--- src/sv/pgm_ascii_stream_parser_core_defines.svh ---
// Assertion macros shared by the graymap parser modules.
`ifndef PGM_ASCII_STREAM_PARSER_CORE_DEFINES_SVH
`define PGM_ASCII_STREAM_PARSER_CORE_DEFINES_SVH
`ifndef SYNTHESIS
`define PGM_ASSERT_IMPLY(lbl, clk, rst_n, ante, cons) \
	lbl: assert property (@(posedge clk) disable iff (!rst_n) (ante) |-> (cons)) \
		else $error("pgm: same-cycle check failed");
`define PGM_ASSERT_NEXT(lbl, clk, rst_n, ante, cons) \
	lbl: assert property (@(posedge clk) disable iff (!rst_n) (ante) |=> (cons)) \
		else $error("pgm: next-cycle check failed");
`else
`define PGM_ASSERT_IMPLY(lbl, clk, rst_n, ante, cons)
`define PGM_ASSERT_NEXT(lbl, clk, rst_n, ante, cons)
`endif
`endif

--- src/sv/pgm_pkg.sv ---
// Types and constants shared by the graymap parser modules.
`timescale 1ns / 1ps
package pgm_pkg;

	localparam int MAX_DIM_DEF    = 4096;
	localparam int VALUE_BITS_DEF = 16;
	localparam int QUEUE_DEPTH    = 4;

	localparam int KIND_W      = 3;
	localparam int OUT_POS_W   = 12;
	localparam int OUT_VALUE_W = 16;

	localparam logic [7:0] CHAR_TAB   = 8'd9;
	localparam logic [7:0] CHAR_CR    = 8'd13;
	localparam logic [7:0] CHAR_SPACE = 8'd32;
	localparam logic [7:0] CHAR_ZERO  = 8'd48;
	localparam logic [7:0] CHAR_NINE  = 8'd57;

	typedef enum logic [KIND_W-1:0] {
		KIND_WIDTH  = 3'd0,
		KIND_HEIGHT = 3'd1,
		KIND_MAXVAL = 3'd2,
		KIND_PIXEL  = 3'd3,
		KIND_END    = 3'd4
	} kind_t;

	// Classified byte handed from the front to the back
	typedef struct packed {
		logic       is_ws;
		logic       is_digit;
		logic [3:0] digit;
		logic       eof;
	} class_t;

	typedef struct packed {
		kind_t                  kind;
		logic [OUT_POS_W-1:0]   row;
		logic [OUT_POS_W-1:0]   col;
		logic [OUT_VALUE_W-1:0] value;
		logic                   err;
		logic                   done;
	} res_t;

endpackage

--- src/sv/pgm_ascii_stream_parser_core.sv ---
// Top level of the ASCII graymap stream parser.
`timescale 1ns / 1ps
// Reads the text of an ASCII graymap one byte per transfer and returns the
// width, height and maximum value tokens and then each pixel with its row and
// column, in raster order; pixels beyond width times height are dropped, and
// the byte flagged end_of_file always yields a result with file_done set,
// after which the parser is back in its reset state for the next file. Both
// sides are queues: a byte is taken when push is high and full low, a result
// leaves when pop is high and empty low. One byte is taken every cycle in
// steady state while the result queue has room; the figure is set by the
// decimal accumulate and raster counter update in the back end, which
// handles one byte per cycle unless the result queue is full. The byte of a
// result waits in the classification queue, and the back end writes the
// result straight into the result queue, stalling while that queue is full.
module pgm_ascii_stream_parser_core import pgm_pkg::*; #(
	parameter int MAX_DIM    = MAX_DIM_DEF,
	parameter int VALUE_BITS = VALUE_BITS_DEF
) (
	input  logic                   clk,
	input  logic                   arst_n,
	input  logic                   push,
	output logic                   full,
	input  logic [7:0]             in_byte,
	input  logic                   end_of_file,
	output logic                   empty,
	input  logic                   pop,
	output logic [KIND_W-1:0]      item_kind,
	output logic [OUT_POS_W-1:0]   pixel_row,
	output logic [OUT_POS_W-1:0]   pixel_col,
	output logic [OUT_VALUE_W-1:0] token_value,
	output logic                   parse_error,
	output logic                   file_done
);

	class_t cls;
	logic   cls_valid;
	logic   cls_take;
	logic   res_full;
	logic   res_push;
	res_t   res_in;
	logic [$bits(res_t)-1:0] res_rdata;
	res_t   res_out;

	pgm_front u_front (
		.clk         (clk),
		.arst_n      (arst_n),
		.push        (push),
		.full        (full),
		.in_byte     (in_byte),
		.end_of_file (end_of_file),
		.cls_take    (cls_take),
		.cls_valid   (cls_valid),
		.cls         (cls)
	);

	pgm_back #(
		.MAX_DIM    (MAX_DIM),
		.VALUE_BITS (VALUE_BITS)
	) u_back (
		.clk       (clk),
		.arst_n    (arst_n),
		.cls_valid (cls_valid),
		.cls       (cls),
		.cls_take  (cls_take),
		.res_full  (res_full),
		.res_push  (res_push),
		.res       (res_in)
	);

	pgm_fifo #(
		.WIDTH ($bits(res_t)),
		.DEPTH (QUEUE_DEPTH)
	) u_res_q (
		.clk    (clk),
		.arst_n (arst_n),
		.push   (res_push),
		.full   (res_full),
		.wdata  (res_in),
		.pop    (pop),
		.empty  (empty),
		.rdata  (res_rdata)
	);

	assign res_out     = res_t'(res_rdata);
	assign item_kind   = res_out.kind;
	assign pixel_row   = res_out.row;
	assign pixel_col   = res_out.col;
	assign token_value = res_out.value;
	assign parse_error = res_out.err;
	assign file_done   = res_out.done;

endmodule

--- src/sv/pgm_fifo.sv ---
// Small synchronous queue with push/full and pop/empty sides.
`timescale 1ns / 1ps
`include "pgm_ascii_stream_parser_core_defines.svh"
module pgm_fifo import pgm_pkg::*; #(
	parameter int WIDTH = 8,
	parameter int DEPTH = QUEUE_DEPTH
) (
	input  logic             clk,
	input  logic             arst_n,
	input  logic             push,
	output logic             full,
	input  logic [WIDTH-1:0] wdata,
	input  logic             pop,
	output logic             empty,
	output logic [WIDTH-1:0] rdata
);

	localparam int AW = (DEPTH > 1) ? $clog2(DEPTH) : 1;
	localparam int CW = $clog2(DEPTH + 1);

	logic [WIDTH-1:0] mem_q [DEPTH];
	logic [AW-1:0]    wr_ptr_q;
	logic [AW-1:0]    rd_ptr_q;
	logic [CW-1:0]    count_q;
	logic             do_push;
	logic             do_pop;

	assign full    = (count_q == CW'(DEPTH));
	assign empty   = (count_q == '0);
	assign do_push = push && !full;
	assign do_pop  = pop && !empty;
	assign rdata   = mem_q[rd_ptr_q];

	always_ff @(posedge clk) begin
		if (do_push) begin
			mem_q[wr_ptr_q] <= wdata;
		end
	end

	always_ff @(posedge clk or negedge arst_n) begin
		if (!arst_n) begin
			wr_ptr_q <= '0;
			rd_ptr_q <= '0;
			count_q  <= '0;
		end else begin
			if (do_push) begin
				wr_ptr_q <= (wr_ptr_q == AW'(DEPTH - 1)) ? '0 : wr_ptr_q + 1'b1;
			end
			if (do_pop) begin
				rd_ptr_q <= (rd_ptr_q == AW'(DEPTH - 1)) ? '0 : rd_ptr_q + 1'b1;
			end
			if (do_push && !do_pop) begin
				count_q <= count_q + 1'b1;
			end else if (do_pop && !do_push) begin
				count_q <= count_q - 1'b1;
			end
		end
	end

	`PGM_ASSERT_IMPLY(a_count_bound, clk, arst_n, 1'b1, count_q <= CW'(DEPTH))
	`PGM_ASSERT_NEXT(a_full_hold, clk, arst_n, full && !pop, full)
	`PGM_ASSERT_NEXT(a_empty_hold, clk, arst_n, empty && !push, empty)

endmodule

--- src/sv/pgm_front.sv ---
// Front end: takes bytes, classifies them and queues them for the back end.
`timescale 1ns / 1ps
module pgm_front import pgm_pkg::*; (
	input  logic       clk,
	input  logic       arst_n,
	input  logic       push,
	output logic       full,
	input  logic [7:0] in_byte,
	input  logic       end_of_file,
	input  logic       cls_take,
	output logic       cls_valid,
	output class_t     cls
);

	class_t           cls_in;
	logic             q_empty;
	logic [$bits(class_t)-1:0] q_rdata;

	always_comb begin
		cls_in.is_ws    = (in_byte == CHAR_SPACE) ||
		                  (in_byte >= CHAR_TAB && in_byte <= CHAR_CR);
		cls_in.is_digit = (in_byte >= CHAR_ZERO) && (in_byte <= CHAR_NINE);
		cls_in.digit    = 4'(in_byte - CHAR_ZERO);
		cls_in.eof      = end_of_file;
	end

	pgm_fifo #(
		.WIDTH ($bits(class_t)),
		.DEPTH (QUEUE_DEPTH)
	) u_class_q (
		.clk    (clk),
		.arst_n (arst_n),
		.push   (push),
		.full   (full),
		.wdata  (cls_in),
		.pop    (cls_take),
		.empty  (q_empty),
		.rdata  (q_rdata)
	);

	assign cls_valid = !q_empty;
	assign cls       = class_t'(q_rdata);

endmodule

--- src/sv/pgm_back.sv ---
// Back end: token accumulation, header fields, raster counters and result build.
`timescale 1ns / 1ps
`include "pgm_ascii_stream_parser_core_defines.svh"
module pgm_back import pgm_pkg::*; #(
	parameter int MAX_DIM    = MAX_DIM_DEF,
	parameter int VALUE_BITS = VALUE_BITS_DEF
) (
	input  logic   clk,
	input  logic   arst_n,
	input  logic   cls_valid,
	input  class_t cls,
	output logic   cls_take,
	input  logic   res_full,
	output logic   res_push,
	output res_t   res
);

	localparam int VB   = VALUE_BITS;
	localparam int DW   = $clog2(MAX_DIM + 1);
	localparam int PW   = VB + 4;
	localparam int CMPW = (VB > DW) ? VB : DW;
	localparam logic [VB-1:0] VAL_LIMIT = '1;

	typedef enum logic [2:0] {
		TOK_MAGIC  = 3'd0,
		TOK_WIDTH  = 3'd1,
		TOK_HEIGHT = 3'd2,
		TOK_MAXVAL = 3'd3,
		TOK_PIXEL  = 3'd4
	} tok_t;

	tok_t          tok_q,    tok_d;
	logic          inside_q, inside_d;
	logic          stop_q,   stop_d;
	logic [VB-1:0] acc_q,    acc_d;
	logic [DW-1:0] width_q,  width_d;
	logic [DW-1:0] height_q, height_d;
	logic [DW-1:0] row_q,    row_d;
	logic [DW-1:0] col_q,    col_d;
	logic          err_q,    err_d;

	logic          starting;
	logic          complete;
	logic          emit;
	logic [PW-1:0] prod;
	logic [CMPW-1:0] v_ext;
	logic [DW-1:0] v_clamp;
	logic [DW:0]   col_inc;

	assign cls_take = cls_valid && !res_full;

	always_comb begin
		tok_d    = tok_q;
		inside_d = inside_q;
		stop_d   = stop_q;
		acc_d    = acc_q;
		width_d  = width_q;
		height_d = height_q;
		row_d    = row_q;
		col_d    = col_q;
		err_d    = err_q;
		emit     = 1'b0;

		res.kind  = KIND_END;
		res.row   = '0;
		res.col   = '0;
		res.value = '0;
		res.err   = 1'b0;
		res.done  = cls.eof;

		// Open a fresh token on its first non-whitespace byte
		starting = !cls.is_ws && !inside_q;
		if (starting) begin
			acc_d  = '0;
			stop_d = 1'b0;
		end

		prod = (PW'(acc_d) << 3) + (PW'(acc_d) << 1) + PW'(cls.digit);

		if (!cls.is_ws && !stop_d) begin
			if (cls.is_digit) begin
				if (prod > PW'(VAL_LIMIT)) begin
					acc_d = VAL_LIMIT;
					if (tok_q != TOK_MAGIC) err_d = 1'b1;
				end else begin
					acc_d = VB'(prod);
				end
			end else begin
				// Ignore later digits, keep the value so far
				stop_d = 1'b1;
				if (tok_q != TOK_MAGIC) err_d = 1'b1;
			end
		end

		inside_d = inside_q || !cls.is_ws;
		complete = inside_d && (cls.is_ws || cls.eof);

		v_ext   = CMPW'(acc_d);
		v_clamp = (v_ext > CMPW'(MAX_DIM)) ? DW'(MAX_DIM) : DW'(v_ext);
		col_inc = {1'b0, col_q} + 1'b1;

		if (complete) begin
			inside_d  = 1'b0;
			res.value = OUT_VALUE_W'(acc_d);
			unique case (tok_q)
				TOK_MAGIC: begin
					tok_d = TOK_WIDTH;
				end
				TOK_WIDTH: begin
					width_d = v_clamp;
					if (acc_d == '0) err_d = 1'b1;
					res.kind = KIND_WIDTH;
					emit     = 1'b1;
					tok_d    = TOK_HEIGHT;
				end
				TOK_HEIGHT: begin
					height_d = v_clamp;
					res.kind = KIND_HEIGHT;
					emit     = 1'b1;
					tok_d    = TOK_MAXVAL;
				end
				TOK_MAXVAL: begin
					res.kind = KIND_MAXVAL;
					emit     = 1'b1;
					tok_d    = TOK_PIXEL;
				end
				TOK_PIXEL: begin
					// Drop surplus pixels and every pixel of a zero-width image
					if (width_q != '0 && row_q < height_q) begin
						res.kind = KIND_PIXEL;
						res.row  = OUT_POS_W'(row_q);
						res.col  = OUT_POS_W'(col_q);
						emit     = 1'b1;
						if (col_inc >= {1'b0, width_q}) begin
							col_d = '0;
							row_d = row_q + 1'b1;
						end else begin
							col_d = DW'(col_inc);
						end
					end
				end
				default: begin
					tok_d = TOK_PIXEL;
				end
			endcase
		end

		res.err = err_d;
		if (!emit) res.value = '0;

		if (cls.eof) begin
			emit = 1'b1;
			tok_d    = TOK_MAGIC;
			inside_d = 1'b0;
			stop_d   = 1'b0;
			acc_d    = '0;
			width_d  = '0;
			height_d = '0;
			row_d    = '0;
			col_d    = '0;
			err_d    = 1'b0;
		end
	end

	assign res_push = cls_take && emit;

	always_ff @(posedge clk or negedge arst_n) begin
		if (!arst_n) begin
			tok_q    <= TOK_MAGIC;
			inside_q <= 1'b0;
			stop_q   <= 1'b0;
			acc_q    <= '0;
			width_q  <= '0;
			height_q <= '0;
			row_q    <= '0;
			col_q    <= '0;
			err_q    <= 1'b0;
		end else if (cls_take) begin
			tok_q    <= tok_d;
			inside_q <= inside_d;
			stop_q   <= stop_d;
			acc_q    <= acc_d;
			width_q  <= width_d;
			height_q <= height_d;
			row_q    <= row_d;
			col_q    <= col_d;
			err_q    <= err_d;
		end
	end

	`PGM_ASSERT_IMPLY(a_pixel_in_frame, clk, arst_n, res_push && res.kind == KIND_PIXEL, row_q < height_q && width_q != '0)
	`PGM_ASSERT_NEXT(a_done_resets, clk, arst_n, res_push && res.done, tok_q == TOK_MAGIC && !err_q && !inside_q)
	`PGM_ASSERT_NEXT(a_err_sticky, clk, arst_n, err_q && !(cls_take && cls.eof), err_q)

endmodule
--- config.mk ---
export PLATFORM = sky130hd
export DESIGN_NAME = pgm_ascii_stream_parser_core
export DESIGN_NICKNAME = d
export VERILOG_FILES = /design/src/sv/pgm_pkg.sv /design/src/sv/pgm_ascii_stream_parser_core.sv /design/src/sv/pgm_fifo.sv /design/src/sv/pgm_front.sv /design/src/sv/pgm_back.sv
export VERILOG_INCLUDE_DIRS = /design/src /design/src/sv
export SDC_FILE = /design/constraint.sdc
export NUM_CORES = 1
export LEC_CHECK = 0
export ABC_AREA = 1
export BUFFER_PORTS_ARGS = -buffer_cell sky130_fd_sc_hd__buf_2
export CELL_PAD_IN_SITES_DETAIL_PLACEMENT = 1
export CELL_PAD_IN_SITES_GLOBAL_PLACEMENT = 1
export CORE_UTILIZATION = 25
export DETAILED_ROUTE_END_ITERATION = 7
export PLACE_DENSITY_LB_ADDON = 0.1
export SLEW_MARGIN = 20
export SYNTH_ARGS = -nofsm -noshare
export SYNTH_HDL_FRONTEND = slang
export SYNTH_HIERARCHICAL = 1
export SYNTH_SLANG_ARGS = --single-unit
export TNS_END_PERCENT = 50
--- constraint.sdc ---
create_clock -name clk -period 12.8 [get_ports clk]
set_input_delay 0.64 -clock clk [delete_from_list [all_inputs] [get_ports clk]]
set_output_delay 0.64 -clock clk [all_outputs]
set_load 0.01 [all_outputs]
==> reports/results.tsv, run 1 <==
metric	value	unit
outcome	completed	
clock_skew	0.0218	ns
fin_cells	2588	
crit_fanout	31	
final_common_cell	nand2_1	
path_class	flip-flop to flip-flop	
layout_setup_ws	7.08	ns
cts_buffer_depth	3	
htreeDepth	2	
power.total	4.67	mW
die-area	0.0634	sq mm
cts_resized	0	
yosysWarningCount	6	
syn_area	0.0156	sq mm
path_clk_slew	0.06	ns
register_area	0.00845	sq mm
power.leakage	7.83	nW
dieWidth	252	microns
postCtsSetupRepairBufs	0	
wl_per_cell	17.3	microns
critical-path-top-delay-family	simple AND/OR/NAND/NOR gates	
finalSetupViolCount	0	
irDropWorstVdd	0.0890	mV
cp.depth	28	
reg2reg_to	u_back/width_q[3]	
grt-ovfl-total	0	
cts-root-buf	clkbuf_16	
dp.cells	2518	
layout_common_cells	nand2_1 (436), inv_1 (268), edfxtp_1 (208), nor2_1 (109), o211ai_1 (97)	
maxSlewHeadroom	30.9	%
multi_input_comb_area	0.00569	sq mm
p_per_area	261	mW/mm^2
grt_max_degree	83	
hold_viol	0	
nets	1807	
drive_gt1_share	10.3	%
io_pins	60	
grt_first_pass_wirelength	70800	microns
synthArstFlopShare	29.7	%
slowest_delay	0.90	ns
yosysTopAreaCellShare	40.1	%
fmax	0.175	GHz
antenna_found_initial	1	
syn-mean-instance-area	9.33	sq um
drt_wl_total	44900	microns
drt-initial-drc-count	502	
timing.critical_path.mode_cell	nand2_1	
viasPerCell	4.34	
grt_setup_unrepaired	false	
portBuffers	59	
synthFlopType	edfxtp_1	
end_kind	flip-flop	
synthTopCellsByArea	edfxtp_1 (40%), dfrtp_1 (14%), nand2_1 (10%), inv_1 (6.5%), ha_1 (5.6%)	
syn_inst	1670	
area_delta_synth_final	14.8	%
clkSinkCount	296	
synthDistinctLibCells	47	
dr.pass1.iters	4	
synth_edf_count	208	
grt_usage	14.5	%
grt_pass1_vias	11860	
synth.largest_area_cell	edfxtp_1	
clock_latency	0.55	ns
cts_hold_buf	0	
fin_setup_tns	0	ns
synth-seq-cells	296	
vias	11235	
ys_seq_area_share	54.2	%
die_y	252	microns
fp-row-count	91	
drv_cap	0	
ant_nets	0	
reg2reg_from	u_front/u_class_q/rd_ptr_q[0]	
start_util	25.3	%
syn_nets	1756	
numCtsBuffers	38	
reg2reg_depth	28	
fin_crit_sh	44.7	%
drc	0	
crit_buf_inv	3	
place.gp.congestion	0.768	
core	0.0617	sq mm
rrSetupSlack	7.08	ns
tightest_slew	1.04	ns
cp-start-kind	flip-flop	
crit_slowest_cell	dfrtp_1	
hp-class	input pin to asynchronous set/reset pin	
cp.arrival	6.22	ns
worstPathRequired	13.29	ns
filler_cell_count	7184	
preCtsSetupSlack	7.07	ns
period_minus_slack	5.72	ns
finalMaxSlewViolations	0	
hpwlAfterDp	31600	microns
cts_tree	done	
==> sequential cells by signal (all words and copies together), names as in the netlist, 13 cells and up <==
register	cells
u_back/acc_q	16
u_back/col_q	13
u_back/height_q	13
u_back/row_q	13
u_back/width_q	13
u_front/u_class_q/mem_q	28
u_res_q/mem_q	180
==> where the power goes <==
group          switching (mW)  leakage, nW  internal [mW]
Sequential              0.126         3.09           1.37
Clock                   0.427        0.628          0.672
Combinational            1.49         4.11          0.574
Total                    2.05         7.83           2.62
==> worst max path at each step <==
| stage | startpoint | end | slack [ns] |
|---|---|---|---|
| after floorplan | u_front/u_class_q/rd_ptr_q[1] | u_res_q/mem_q[0][0] | 8.36 |
| after global placement | u_front/u_class_q/rd_ptr_q[0] | u_res_q/mem_q[2][7] | 7.23 |
| after detailed placement | u_front/u_class_q/rd_ptr_q[0] | u_back/height_q[7] | 7.07 |
| after CTS | u_front/u_class_q/rd_ptr_q[0] | u_res_q/mem_q[2][13] | 7.06 |
| after global routing | u_front/u_class_q/rd_ptr_q[0] | u_back/width_q[2] | 6.45 |
| final | u_front/u_class_q/rd_ptr_q[0] | u_back/width_q[3] | 7.08 |
==> layout make-up <==
| cell class | count | area share [%] |
|---|---|---|
| inverter | 275 | 5.77 |
| timing repair buffer | 72 | 2.21 |
| sequential | 296 | 47.2 |
| clock inverter | 16 | 1.11 |
| multi-input combinational | 1038 | 31.8 |
| clock buffer | 53 | 6.03 |
| tap | 837 | 5.85 |
| antenna | 1 | 0.0140 |
==> cells in the mapped netlist (21+ instances only) <==
cell	number
nand2_1	436
edfxtp_1	208
o21ai_0	54
xor2_1	21
buf_6	24
nand3_1	83
o211ai_1	97
ha_1	70
a21oi_1	35
nor3_1	30
inv_1	268
nor2_1	114
dfrtp_1	88
==> routing by layer <==
layer	global-route usage, %	vias up	wire [microns]	share of wire [%]
met5	0	-	0	0
met4	3.33	0	671	1.5
met3	2.17	45	1360	3.0
met2	25.0	112	21600	48
met1	19.1	5470	21200	47
li1	-	5608	-	-
==> through the flow <==
stage	instance area, sq um	utilization (%)	hold slack, ns
floorplan	15600	-	0.344
global placement	16600	26.9	0.468
detailed placement	16600	26.9	0.472
CTS	17900	29.0	0.0861
global route	17900	29.0	0.103
finish	17900	29.0	0.0877
==> cells by family after synthesis <==
group                      after synthesis  synth area share [%]
buffers and inverters                  336                  9.58
xor gates and xnor gates                28                  1.57
and+or+nand+nor                        710                  19.0
DFF                                    296                  54.2
AOI/OAI and AO/OA                      227                  9.64
adders and majority gates               73                  6.00
(Power assumes the default switching activity.)
==> inputs of run 2 (changes only) <==
--- a/config.mk
+++ b/config.mk
@@ -6,7 +6,7 @@
 export SDC_FILE = /design/constraint.sdc
 export NUM_CORES = 1
 export LEC_CHECK = 0
-export ABC_AREA = 1
+export ABC_AREA = 0
 export BUFFER_PORTS_ARGS = -buffer_cell sky130_fd_sc_hd__buf_2
 export CELL_PAD_IN_SITES_DETAIL_PLACEMENT = 1
 export CELL_PAD_IN_SITES_GLOBAL_PLACEMENT = 1
==> constraint.sdc (replaced) <==
create_clock -name clk -period 5.6 [get_ports clk]
set_input_delay 0.28 -clock clk [delete_from_list [all_inputs] [get_ports clk]]
set_output_delay 0.28 -clock clk [all_outputs]
set_load 0.01 [all_outputs]
==> run 2 against run 1 <==
  * Combinational power up 110%
  * Non-clock buffer count up 10
  * Design area down 6.6%
  * Register-to-register slack worse by 6.7 ns
  * Sequential power up 140%
  * Die area down 7.3%
  * Final cell count down 26%
  * Critical path type unchanged
  * Largest cell class unchanged
  * Largest power group unchanged
==> reports/results.tsv, run 2 <==
metric	value	unit	change
outcome	completed		
hp-class	input pin to flip-flop		
wl_per_cell	20.3	microns	+17%
grt_usage	13.5	%	-1.0 points
maxSlewHeadroom	43.6	%	+13 points
antenna_found_initial	0		-1
grt_setup_unrepaired	false		
synth_top_cells_by_count	edfxtp_1 (208), dfrtp_1 (88), ha_1 (70), nand2_1 (65), nor2_1 (61)		
hpwlAfterDp	26400	microns	-16%
clock_latency	0.54	ns	about the same
reg2reg_depth	15		-46%
largest_reg_flops	180		unchanged
syn-mean-instance-area	13.6	sq um	+46%
final_common_cell	edfxtp_1		
start_util	25.5	%	+0.20 points
fp-row-count	87		-4.4%
ys_seq_area_share	58.5	%	+4.3 points
cts_tree	done		
grt_first_pass_wirelength	60800	microns	-14%
fin_crit_sh	92.7	%	+48 points
filler_cell_count	6062		-16%
yosysMostFrequentCell	edfxtp_1		
io_pins	60		unchanged
largest_register	u_res_q/mem_q		
irDropWorstVdd	0.254	mV	+180%
core	0.0567	sq mm	-8.1%
clkSinkCount	296		unchanged
p_seq_share	35.4	%	+3.3 points
reg2reg_from	u_front/u_class_q/rd_ptr_q[0]		
multi_input_comb_area	0.00559	sq mm	-1.8%
grt-ovfl-total	0		unchanged
viasPerCell	4.68		+7.8%
grt_pass1_vias	9716		-18%
synth.largest_area_cell	edfxtp_1		
die_y	242	microns	-3.7%
vias	8980		-20%
n_antenna_cell	0		-1
ant_nets	0		unchanged
rrSetupSlack	0.41	ns	-6.66 ns
grt_max_degree	56		-33%
synthTopCellsByArea	edfxtp_1 (43%), dfrtp_1 (15%), mux4_2 (8.1%), ha_1 (6.1%), and2_1 (1.7%)		
cts_resized	0		unchanged
period_minus_slack	5.19	ns	-0.536 ns
end_kind	flip-flop		
drv_cap	0		unchanged
cp-start-kind	flip-flop		
crit_fanout	10		-68%
dieWidth	242	microns	-3.7%
fin_cells	1918		-26%
cts_buffer_depth	3		unchanged
tightest_slew	0.846	ns	-0.191 ns
syn_nets	1149		-35%
crit_end	u_res_q/mem_q[3][10]		
fin_setup_tns	0	ns	unchanged
cp-startpoint	u_front/u_class_q/rd_ptr_q[0]		
postCtsSetupRepairBufs	0		unchanged
worstPathRequired	5.84	ns	-7.45 ns
synth_edf_count	208		unchanged
clock_skew	0.0210	ns	-0.000795 ns
synthArstFlopShare	29.7	%	unchanged
drive_gt1_share	20.0	%	+9.6 points
fmax	0.193	GHz	+10%
power.leakage	6.18	nW	-21%
path_clk_slew	0.06	ns	about the same
finalSetupViolCount	0		unchanged
hp-start	in_byte[3]		
reg2reg_to	u_res_q/mem_q[3][10]		
layout_common_cells	edfxtp_1 (208), dfrtp_1 (86), ha_1 (70), nand2_1 (65)		
top_regs	u_res_q/mem_q (180), u_front/u_class_q/mem_q (28), u_back/acc_q (16)		
synthFlopType	edfxtp_1		
finalMaxSlewViolations	0		unchanged
syn_inst	1063		-36%
path_class	flip-flop to flip-flop		
synthDistinctLibCells	80		+70%
die-area	0.0587	sq mm	-7.3%
drc	0		unchanged
portBuffers	59		unchanged
dr.pass1.iters	4		unchanged
syn_area	0.0144	sq mm	-7.4%
register_area	0.00845	sq mm	unchanged
nets	1223		-32%
swShare	40.3	%	-3.5 points
cellInternalPower	5.99	mW	+130%
cp.arrival	5.43	ns	-0.79 ns
htreeDepth	2		unchanged
pwr-share-clk	21.3	%	-2.3 points
place.gp.congestion	0.763		-0.62%
dp.cells	1851		-26%
drt_wl_total	38900	microns	-13%
p_comb_share	43.2	%	-1.1 points
drt-initial-drc-count	389		-23%
cts_hold_buf	4		+4
yosysWarningCount	6		unchanged
switching_power	4.05	mW	+98%
numCtsBuffers	36		-5.3%
p_per_area	601	mW/mm^2	+130%
cts-root-buf	clkbuf_16		
yosysTopAreaCellShare	43.3	%	+3.2 points
synth-seq-cells	296		unchanged
area_delta_synth_final	15.7	%	
hold_viol	0		unchanged
holdWs	0.0316	ns	-0.0561 ns
run 2: cell type report:
class / instances / share of cell area [%]
Tap cell: 756 / 5.66
Clock buffer: 46 / 5.67
Clock inverter: 17 / 0.681
Timing Repair Buffer: 82 / 2.87
Multi-Input combinational cell: 672 / 33.4
Inverter: 49 / 1.10
Sequential cell: 296 / 50.6
run 2: routing by layer:
metal / GRT usage [%] / routed length, microns / vias to the layer above
met3: 1.94 / 1090 / 53
met1: 18.7 / 18900 / 4609
met4: 4.06 / 758 / 0
met2: 21.7 / 18100 / 108
met5: 0 / 0 / -
li1: - / - / 4210
run 2: critical path, stage by stage, from the launching register on:
cell and delay (ns):
dfrtp_1 0.36, mux4_2 0.60, or2_2 0.39, and2_1 0.23
ha_1 0.29, ha_1 0.23, fa_1 0.44, a211oi_2 0.27
o211ai_2 0.15, a31oi_2 0.26, o211ai_1 0.14, and2_1 0.22
or4_1 0.49, buf_4 0.22, o31ai_4 0.45, nor2_1 0.16
run 2: cell families (layout without fill, tap and decap cells):
family | after synthesis | count (layout) | share of synthesized area (%)
AOI/OAI and AO/OA | 225 | 225 | 10.9
xor gates and xnor gates | 29 | 29 | 1.76
adders and majority gates | 73 | 73 | 6.48
buffers and inverters | 95 | 194 | 2.94
DFF | 296 | 296 | 58.5
muxes | 66 | 66 | 9.26
and+or+nand+nor | 279 | 279 | 10.2
run 2: how the worst min path moves through the flow:
stage                                          endpoint  cells past startpoint
after floorplan                         u_back/acc_q[0]                      0
after global placement               u_res_q/count_q[1]                      1
after CTS                 u_front/u_class_q/mem_q[1][4]                      1
after global routing      u_front/u_class_q/mem_q[1][4]                      1
after detailed placement             u_res_q/count_q[2]                      1
final                     u_front/u_class_q/mem_q[1][4]                      1
run 2: power by group through the flow:
| stage | combinational [mW] | clock [mW] | sequential, mW |
|---|---|---|---|
| 2_1_floorplan | 2.99 | 0 | 3.42 |
| 3_3_place_gp | 4.44 | 0 | 3.61 |
| 3_5_place_dp | 4.46 | 0 | 3.62 |
| 4_1_cts | 4.48 | 2.24 | 3.58 |
| 5_1_grt | 4.80 | 2.30 | 3.65 |
| 6_report | 4.34 | 2.14 | 3.56 |
run 2: metrics by stage:
stage | area, sq um | setup slack [ns] | utilization (%) | power (mW)
2_1_floorplan | 14400 | 0.507 | - | 6.41
3_3_place_gp | 15600 | 0.460 | 27.5 | 8.05
3_5_place_dp | 15600 | 0.362 | 27.5 | 8.08
4_1_cts | 16700 | 0.349 | 29.5 | 10.3
5_1_grt | 16700 | 0.118 | 29.5 | 10.8
6_report | 16700 | 0.411 | 29.5 | 10.0
